`src/rtl/pcm_to_stereo_s16_framer_assert.svh`:
```
// Assertion macros shared by the framer's top level.
`ifndef PCM_TO_STEREO_S16_FRAMER_ASSERT_SVH
`define PCM_TO_STEREO_S16_FRAMER_ASSERT_SVH

// The consequent must hold in the same cycle as the antecedent.
`define P2S_ASSERT_SAME(lbl, ante, cons, msg) \
	lbl: assert property (@(posedge clk) disable iff (!arst_n) (ante) |-> (cons)) \
		else $error(msg);

// The consequent must hold in the cycle after the antecedent.
`define P2S_ASSERT_NEXT(lbl, ante, cons, msg) \
	lbl: assert property (@(posedge clk) disable iff (!arst_n) (ante) |=> (cons)) \
		else $error(msg);

`endif

```
`src/rtl/p2s_pkg.sv`:
```
package p2s_pkg;

	// Sample format codes held in the sample_format register.
	localparam logic [1:0] FMT_FLOAT32 = 2'd0;
	localparam logic [1:0] FMT_INT32   = 2'd1;
	localparam logic [1:0] FMT_INT16   = 2'd2;
	localparam logic [1:0] FMT_UCHAR   = 2'd3;

	// Configuration register indexes.
	localparam logic REG_SAMPLE_FORMAT = 1'b0;
	localparam logic REG_CHANNEL_COUNT = 1'b1;

	// Reset values and the channel count that selects mono.
	localparam logic [1:0] FMT_RESET   = FMT_INT16;
	localparam logic [1:0] CHAN_RESET  = 2'd2;
	localparam logic [1:0] CHAN_MONO   = 2'd1;

	// Queue between the front and back ends.
	localparam int unsigned QUEUE_DEPTH = 4;
	localparam int unsigned QUEUE_AW    = $clog2(QUEUE_DEPTH);

	// Float scale factor and product width (24-bit mantissa times 15-bit scale).
	localparam logic [14:0] FLOAT_SCALE = 15'd32767;
	localparam int unsigned PROD_W      = 39;

	typedef struct packed {
		logic [31:0] left_raw;
		logic [31:0] right_raw;
	} in_t;

	typedef struct packed {
		logic signed [15:0] left_sample;
		logic signed [15:0] right_sample;
		logic               frame_last;
	} out_t;

	// One channel after classification: either a finished value or a scaled
	// float mantissa that still needs rounding and alignment.
	typedef struct packed {
		logic                is_float;
		logic                neg;
		logic [3:0]          shift;
		logic [PROD_W-1:0]   prod;
		logic signed [15:0]  direct;
	} chan_t;

	typedef struct packed {
		chan_t left;
		chan_t right;
		logic  last;
	} entry_t;

	// Queue status seen by the rest of the block.
	typedef struct packed {
		logic                empty;
		logic                full;
		logic [QUEUE_AW:0]   count;
	} q_stat_t;

endpackage

```
`src/rtl/pcm_to_stereo_s16_framer.sv`:
```
// Converts one interleaved frame of two raw sample words per transfer (float32,
// int32, int16 or unsigned 8-bit, chosen by sample_format) into a signed 16-bit
// stereo pair; with the channel register set to 1 the left sample is sent on both
// channels. frame_last marks every FRAME_PAIRS-th pair. One pair is taken per
// clock while the queue is not full, and one result leaves per clock while pop
// is held and a result is waiting; a pair passes from its input transfer into
// a four-entry queue, written by the classify/multiply front end, and from there
// into the output register, loaded by the rounding back end when it is free or popped.
// Configuration must be written while no pairs are in flight; nothing enforces it.
`include "pcm_to_stereo_s16_framer_assert.svh"

module pcm_to_stereo_s16_framer #(
	parameter int unsigned FRAME_PAIRS = 960
) (
	input  logic           clk,
	input  logic           arst_n,
	input  logic           wr_en,
	input  logic           wr_index,
	input  logic [1:0]     wr_data,
	input  logic           push,
	output logic           full,
	input  p2s_pkg::in_t   pair_in,
	output logic           empty,
	input  logic           pop,
	output p2s_pkg::out_t  pair_out
);

	logic [1:0]        sample_format_q;
	logic [1:0]        chan_mode_q;
	logic              accept;
	logic              take;
	p2s_pkg::entry_t   front_entry;
	p2s_pkg::entry_t   head_entry;
	p2s_pkg::q_stat_t  q_stat;

	// Configuration registers.
	always_ff @(posedge clk or negedge arst_n) begin
		if (!arst_n) begin
			sample_format_q <= p2s_pkg::FMT_RESET;
			chan_mode_q     <= p2s_pkg::CHAN_RESET;
		end else if (wr_en) begin
			case (wr_index)
				p2s_pkg::REG_SAMPLE_FORMAT: sample_format_q <= wr_data;
				p2s_pkg::REG_CHANNEL_COUNT: chan_mode_q     <= wr_data;
				default: ;
			endcase
		end
	end

	assign full   = q_stat.full;
	assign accept = push && !q_stat.full;

	p2s_front #(
		.FRAME_PAIRS(FRAME_PAIRS)
	) u_front (
		.clk          (clk),
		.arst_n       (arst_n),
		.accept       (accept),
		.item         (pair_in),
		.sample_format(sample_format_q),
		.mono         (chan_mode_q == p2s_pkg::CHAN_MONO),
		.entry        (front_entry)
	);

	p2s_queue u_queue (
		.clk     (clk),
		.arst_n  (arst_n),
		.wr      (accept),
		.wr_entry(front_entry),
		.rd      (take),
		.rd_entry(head_entry),
		.stat    (q_stat)
	);

	p2s_back u_back (
		.clk   (clk),
		.arst_n(arst_n),
		.avail (!q_stat.empty),
		.entry (head_entry),
		.take  (take),
		.pop   (pop),
		.empty (empty),
		.result(pair_out)
	);

	// Checks on the queue and the hand-over to the output register.
	`P2S_ASSERT_SAME(a_count_bound, 1'b1, q_stat.count <= (p2s_pkg::QUEUE_AW+1)'(p2s_pkg::QUEUE_DEPTH), "queue count beyond depth")
	`P2S_ASSERT_NEXT(a_accept_lands, accept, !q_stat.empty || !empty, "accepted pair was lost")
	`P2S_ASSERT_NEXT(a_drain_moves, !q_stat.empty && (empty || pop), !empty, "queued pair did not reach the output")

endmodule

```
`src/rtl/p2s_front.sv`:
```
module p2s_front #(
	parameter int unsigned FRAME_PAIRS = 960
) (
	input  logic             clk,
	input  logic             arst_n,
	input  logic             accept,
	input  p2s_pkg::in_t     item,
	input  logic [1:0]       sample_format,
	input  logic             mono,
	output p2s_pkg::entry_t  entry
);

	localparam int unsigned PW = (FRAME_PAIRS > 1) ? $clog2(FRAME_PAIRS) : 1;
	localparam logic [PW-1:0] POS_LAST = PW'(FRAME_PAIRS - 1);

	logic [PW-1:0] pos_q;
	logic          last;

	// Classify one raw word; floats in range get their scaled mantissa here.
	function automatic p2s_pkg::chan_t classify(input logic [31:0] w, input logic [1:0] fmt);
		p2s_pkg::chan_t c;
		logic [7:0]     ex;
		logic [22:0]    fr;
		c.is_float = 1'b0;
		c.neg      = w[31];
		c.shift    = '0;
		c.prod     = '0;
		c.direct   = '0;
		ex         = w[30:23];
		fr         = w[22:0];
		case (fmt)
			p2s_pkg::FMT_FLOAT32: begin
				if (ex == 8'hFF && fr != '0) begin
					c.direct = '0;
				end else if (ex >= 8'd127) begin
					c.direct = w[31] ? -16'sd32767 : 16'sd32767;
				end else if (ex < 8'd111) begin
					c.direct = '0;
				end else begin
					c.is_float = 1'b1;
					c.shift    = 4'(8'd126 - ex);
					c.prod     = {1'b1, fr} * p2s_pkg::FLOAT_SCALE;
				end
			end
			p2s_pkg::FMT_INT32: c.direct = w[31:16];
			p2s_pkg::FMT_INT16: c.direct = w[15:0];
			p2s_pkg::FMT_UCHAR: c.direct = {~w[7], w[6:0], 8'h00};
			default:            c.direct = '0;
		endcase
		return c;
	endfunction

	// Position of the next pair within its frame.
	assign last = (pos_q == POS_LAST);

	always_ff @(posedge clk or negedge arst_n) begin
		if (!arst_n) begin
			pos_q <= '0;
		end else if (accept) begin
			pos_q <= last ? '0 : pos_q + 1'b1;
		end
	end

	// In mono the left word feeds both channels.
	always_comb begin
		entry.left  = classify(item.left_raw, sample_format);
		entry.right = classify(mono ? item.left_raw : item.right_raw, sample_format);
		entry.last  = last;
	end

endmodule

```
`src/rtl/p2s_queue.sv`:
```
module p2s_queue (
	input  logic              clk,
	input  logic              arst_n,
	input  logic              wr,
	input  p2s_pkg::entry_t   wr_entry,
	input  logic              rd,
	output p2s_pkg::entry_t   rd_entry,
	output p2s_pkg::q_stat_t  stat
);

	localparam int unsigned AW = p2s_pkg::QUEUE_AW;
	localparam int unsigned D  = p2s_pkg::QUEUE_DEPTH;

	p2s_pkg::entry_t  slots_q [D];
	logic [AW-1:0]    wptr_q;
	logic [AW-1:0]    rptr_q;
	logic [AW:0]      count_q;
	logic             do_wr;
	logic             do_rd;

	assign stat.empty = (count_q == '0);
	assign stat.full  = (count_q == (AW+1)'(D));
	assign stat.count = count_q;
	assign do_wr      = wr && !stat.full;
	assign do_rd      = rd && !stat.empty;
	assign rd_entry   = slots_q[rptr_q];

	// Entry storage.
	always_ff @(posedge clk) begin
		if (do_wr) begin
			slots_q[wptr_q] <= wr_entry;
		end
	end

	// Pointers and fill count.
	always_ff @(posedge clk or negedge arst_n) begin
		if (!arst_n) begin
			wptr_q  <= '0;
			rptr_q  <= '0;
			count_q <= '0;
		end else begin
			if (do_wr) begin
				wptr_q <= wptr_q + 1'b1;
			end
			if (do_rd) begin
				rptr_q <= rptr_q + 1'b1;
			end
			if (do_wr && !do_rd) begin
				count_q <= count_q + 1'b1;
			end else if (do_rd && !do_wr) begin
				count_q <= count_q - 1'b1;
			end
		end
	end

endmodule

```
`src/rtl/p2s_back.sv`:
```
module p2s_back (
	input  logic             clk,
	input  logic             arst_n,
	input  logic             avail,
	input  p2s_pkg::entry_t  entry,
	output logic             take,
	input  logic             pop,
	output logic             empty,
	output p2s_pkg::out_t    result
);

	localparam int unsigned PW = p2s_pkg::PROD_W;

	p2s_pkg::out_t out_q;
	logic          valid_q;

	// Round the product to 24 significant bits (nearest, ties to even), then
	// align it to the integer point and apply the sign. Other formats pass direct.
	function automatic logic signed [15:0] finish(input p2s_pkg::chan_t c);
		logic [23:0] keep;
		logic        up;
		logic [4:0]  amt;
		logic [24:0] rk;
		logic [24:0] mag;
		if (c.prod[PW-1]) begin
			keep = c.prod[38:15];
			up   = c.prod[14] && ((|c.prod[13:0]) || c.prod[15]);
			amt  = 5'd9 + 5'(c.shift);
		end else begin
			keep = c.prod[37:14];
			up   = c.prod[13] && ((|c.prod[12:0]) || c.prod[14]);
			amt  = 5'd10 + 5'(c.shift);
		end
		rk  = {1'b0, keep} + 25'(up);
		mag = rk >> amt;
		if (!c.is_float) begin
			return c.direct;
		end
		return c.neg ? -$signed(mag[15:0]) : $signed(mag[15:0]);
	endfunction

	// The output register takes a new pair when it is free or being drained.
	assign take   = avail && (!valid_q || pop);
	assign empty  = !valid_q;
	assign result = out_q;

	always_ff @(posedge clk) begin
		if (take) begin
			out_q.left_sample  <= finish(entry.left);
			out_q.right_sample <= finish(entry.right);
			out_q.frame_last   <= entry.last;
		end
	end

	always_ff @(posedge clk or negedge arst_n) begin
		if (!arst_n) begin
			valid_q <= 1'b0;
		end else if (take) begin
			valid_q <= 1'b1;
		end else if (pop) begin
			valid_q <= 1'b0;
		end
	end

endmodule

```
`config.mk`:
```
export PLATFORM = sky130hd
export DESIGN_NAME = pcm_to_stereo_s16_framer
export DESIGN_NICKNAME = d
export VERILOG_FILES = /design/src/rtl/p2s_pkg.sv /design/src/rtl/pcm_to_stereo_s16_framer.sv /design/src/rtl/p2s_front.sv /design/src/rtl/p2s_queue.sv /design/src/rtl/p2s_back.sv
export VERILOG_INCLUDE_DIRS = /design/src /design/src/rtl
export SDC_FILE = /design/constraint.sdc
export NUM_CORES = 2
export LEC_CHECK = 0
export ABC_AREA = 1
export BUFFER_PORTS_ARGS = -buffer_cell sky130_fd_sc_hd__buf_2
export CAP_MARGIN = 20
export CORE_MARGIN = 4
export CORE_UTILIZATION = 30
export CTS_CLUSTER_DIAMETER = 50
export DETAILED_ROUTE_END_ITERATION = 16
export MAX_ROUTING_LAYER = met4
export PLACE_DENSITY = 0.47
export SYNTH_ARGS = -nofsm -noshare
export SYNTH_HDL_FRONTEND = slang
export SYNTH_SLANG_ARGS = --single-unit
```
`constraint.sdc`:
```
create_clock -name clk -period 11.56 [get_ports clk]
set_input_delay 1.156 -clock clk [delete_from_list [all_inputs] [get_ports clk]]
set_output_delay 1.156 -clock clk [all_outputs]
set_load 0.1 [all_outputs]
```
==> key figures <==
Clocking
  – Clock Sinks: ~550
  – Skew-Pair Late Insertion Delay: 650 ps
  – CTS Root Buffer Type: clkbuf_16
  – Post-CTS setup buffer count: 0
  – Hold buffers post-CTS: 0
  – Clock buffer count from CTS: 70
  – # H-tree levels: 3
  – CTS tree: done
  – CTS Buffer Depth: 3
  – Post-cts gate resize count: 0
  – Clock transition at path regs: around 60 ps

GRT
  – Grt ovf: 0
  – Global-route wire length before repair: roughly 190000 um
  – Largest net degree at the start of global routing: between 100 and 150
  – Gr usage total: 0.176
  – Vias in the first global route: ~31000
  – Initial antenna violation count: 7

Critical path
  – Worst setup EP type: register
  – Cell count of the worst reg-to-reg path: 28
  – CP max FO: just over 60
  – Worst EP arrival: between 9000 and 10000 ps
  – Startpoint Class: register
  – R2r setup slk: 2880 ps
  – CP required: approximately 12000 ps
  – Critical path's most frequent cell: fa_1
  – Critical R2R Launch: chan_mode_q[1]
  – Critical path type: register to register
  – R2r endpoint: u_queue.slots_q[0][47]
  – CP max-delay cell: o21ai_0
  – Max incr delay on CP: between 800 and 900 ps

Drt
  – Residual DRC: 0
  – DRT iter0 DRCs: between 2000 and 3000
  – Pre-Repair DR Iteration Count: 6
  – Vias: 31800
  – WL final: ~130000 um
  – Antenna violation net count after detailed routing: 0
  – Routed len/inst: ~19 um
  – Vias/cell: ~4.8

STA
  – Final period util: 0.751
  – Final setup viols: 0
  – Post-route minimum period: roughly 8700 ps
  – RSZ-0062 raised after global routing: no
  – Highest clock rate: about 120 MHz
  – Worst slew margin: 0.170
  – Final Max Slew Viols: 0
  – Worst setup margin: slightly below 3000 ps
  – Worst-Margin Slew: between 1000 and 1500 ps
  – WHS: between 400 and 500 ps
  – Final Hold Viols: 0
  – Setup TNS: 0 ps
  – Setup Skew: 39.5 ps

Cells and area
  – Commonest non-fill, non-tap cell in the layout: nand2_1
  – Layout cells sized above 1: 0.0794
  – Commonest cells after routing, fill and taps aside: nand2_1, inv_1, edfxtp_1, nand3_1, fa_1
  – Finished Cell Area: ~47000 um2
  – P&R area growth vs syn: 11.1%
  – Fillers: about 15000
  – Sequential Area: roughly 16000 um2
  – # nets final: roughly 5400
  – Multi-input gate area: 22500 um2

Logic synthesis
  – Asr flop ratio synth: 0.0402
  – Post-Syn Nets: between 5000 and 6000
  – Syn Area/Cell: about 9 um2
  – Synthesized area: around 42000 um2
  – Synth cell types: slightly above 60
  – Post-synth top flop: edfxtp_1
  – Cell count after synthesis: between 4000 and 5000
  – Yosys warns: 0
  – Sequential share of the synthesized area: 0.388
  – Yosys reg bits: 547
  – Post-synth EDFFs: roughly 530

Die
  – Die Ht: ~380 um
  – Cell Rows: ~140
  – Initial Utilization: 0.302
  – Die width: 383 um
  – Core Area: about 140000 um2
  – I/O Pins: between 100 and 150
  – Die Area: 146000 um2

Worst hold path
  – WHS Endpoint: chan_mode_q[1]
  – WHS Path Cells: 2
  – Min-Delay Path Class: register to register
  – Hold Path Origin: chan_mode_q[1]

Place
  – Routability cong.: a little over 0.9
  – IO Port Bufs: 106
  – DP Area: 44400 um2
  – Hpwl dp: between 90000 and 100000 um
  – Dpl ws: roughly 2800 ps

Flow run
  – Max-cap violation count: 0

Run status
  – Outcome: complete, no violations
[cell usage after synthesis (all sizes together) (20+ instances only)]
cell type	number	area, um2
o21ai	224	1140
nor2	310	1310
edfxtp	525	15800
inv	661	2480
xor2	37	339
a21oi	174	871
nand4	47	294
nand2	1255	4850
o21a	20	150
nor4	30	188
nand3	458	2350
dfrtp	20	500
ha	225	2820
fa	339	6790
o221ai	20	175
buf	91	671
clkbuf	55	206
o22ai	42	275
[sequential cells by signal, summed over array words and instances, names as in the netlist]
| name | count |
|---|---|
| chan_mode_q | 2 |
| sample_format_q | 2 |
| u_back.result | 33 |
| u_back.valid_q | 1 |
| u_front.pos_q | 10 |
| u_queue.count_q | 3 |
| u_queue.rptr_q | 2 |
| u_queue.slots_q | 492 |
| u_queue.wptr_q | 2 |
[cell families (layout without fill, tap and decap cells)]
group,Yosys count,count (layout),share of synthesized area
AND/OR/NAND/NOR,2133,2133,0.219
buffers and inverters,814,933,0.0804
adder cells (fa/ha/maj),564,564,0.228
AO/OA/AOI/OAI,550,550,0.0753
flip-flops,547,547,0.388
XOR/XNOR,45,45,0.00972
multiplexers,2,2,0.000475
other,0,6,0
[area by class of cell]
class,count,share of cell area
antenna,6,0.000321
clock buffer,80,0.0387
clock inverter,45,0.0104
inverter,668,0.0538
multi-input combinational,3294,0.480
sequential,547,0.349
tap,1876,0.0502
timing repair buffer,140,0.0171
[per-stage QoR]
step	std cells	util
final	6656	0.335
after global routing	6652	0.335
after CTS	6648	0.335
after detailed placement	6523	0.318
after global placement	6523	0.318
after floorplan	4655	-
[critical path: cells and delay by family, from the launching register on]
family / cells / cell delay, ps
fa+ha+maj: 6 / 2950
compound gates: 8 / 2880
simple gates: 10 / 1770
flops: 1 / 530
buf+inv: 4 / 240
[how the worst max path moves through the flow]
stage | start | endpoint | slack [ps]
global route | chan_mode_q[1] | u_queue.slots_q[2][47] | 2260
detailed placement | pair_in[37] | u_queue.slots_q[1][47] | 2820
floorplan | chan_mode_q[1] | u_queue.slots_q[0][48] | 3730
finish | chan_mode_q[1] | u_queue.slots_q[0][47] | 2880
CTS | chan_mode_q[1] | u_queue.slots_q[3][47] | 3020
global placement | pair_in[37] | u_queue.slots_q[3][47] | 2900
[metal layers]
layer / track usage / share of wire / up-vias
met5: - / 0 / -
met4: 0.0431 / 0.023 / 0
met3: 0.0285 / 0.060 / 144
met2: 0.261 / 0.43 / 836
met1: 0.251 / 0.49 / 15200
li1: - / - / 15500
Power is left out: the tool's default activity adds up to more than one toggle a clock period on the data nets, which glitch-free logic cannot reach.
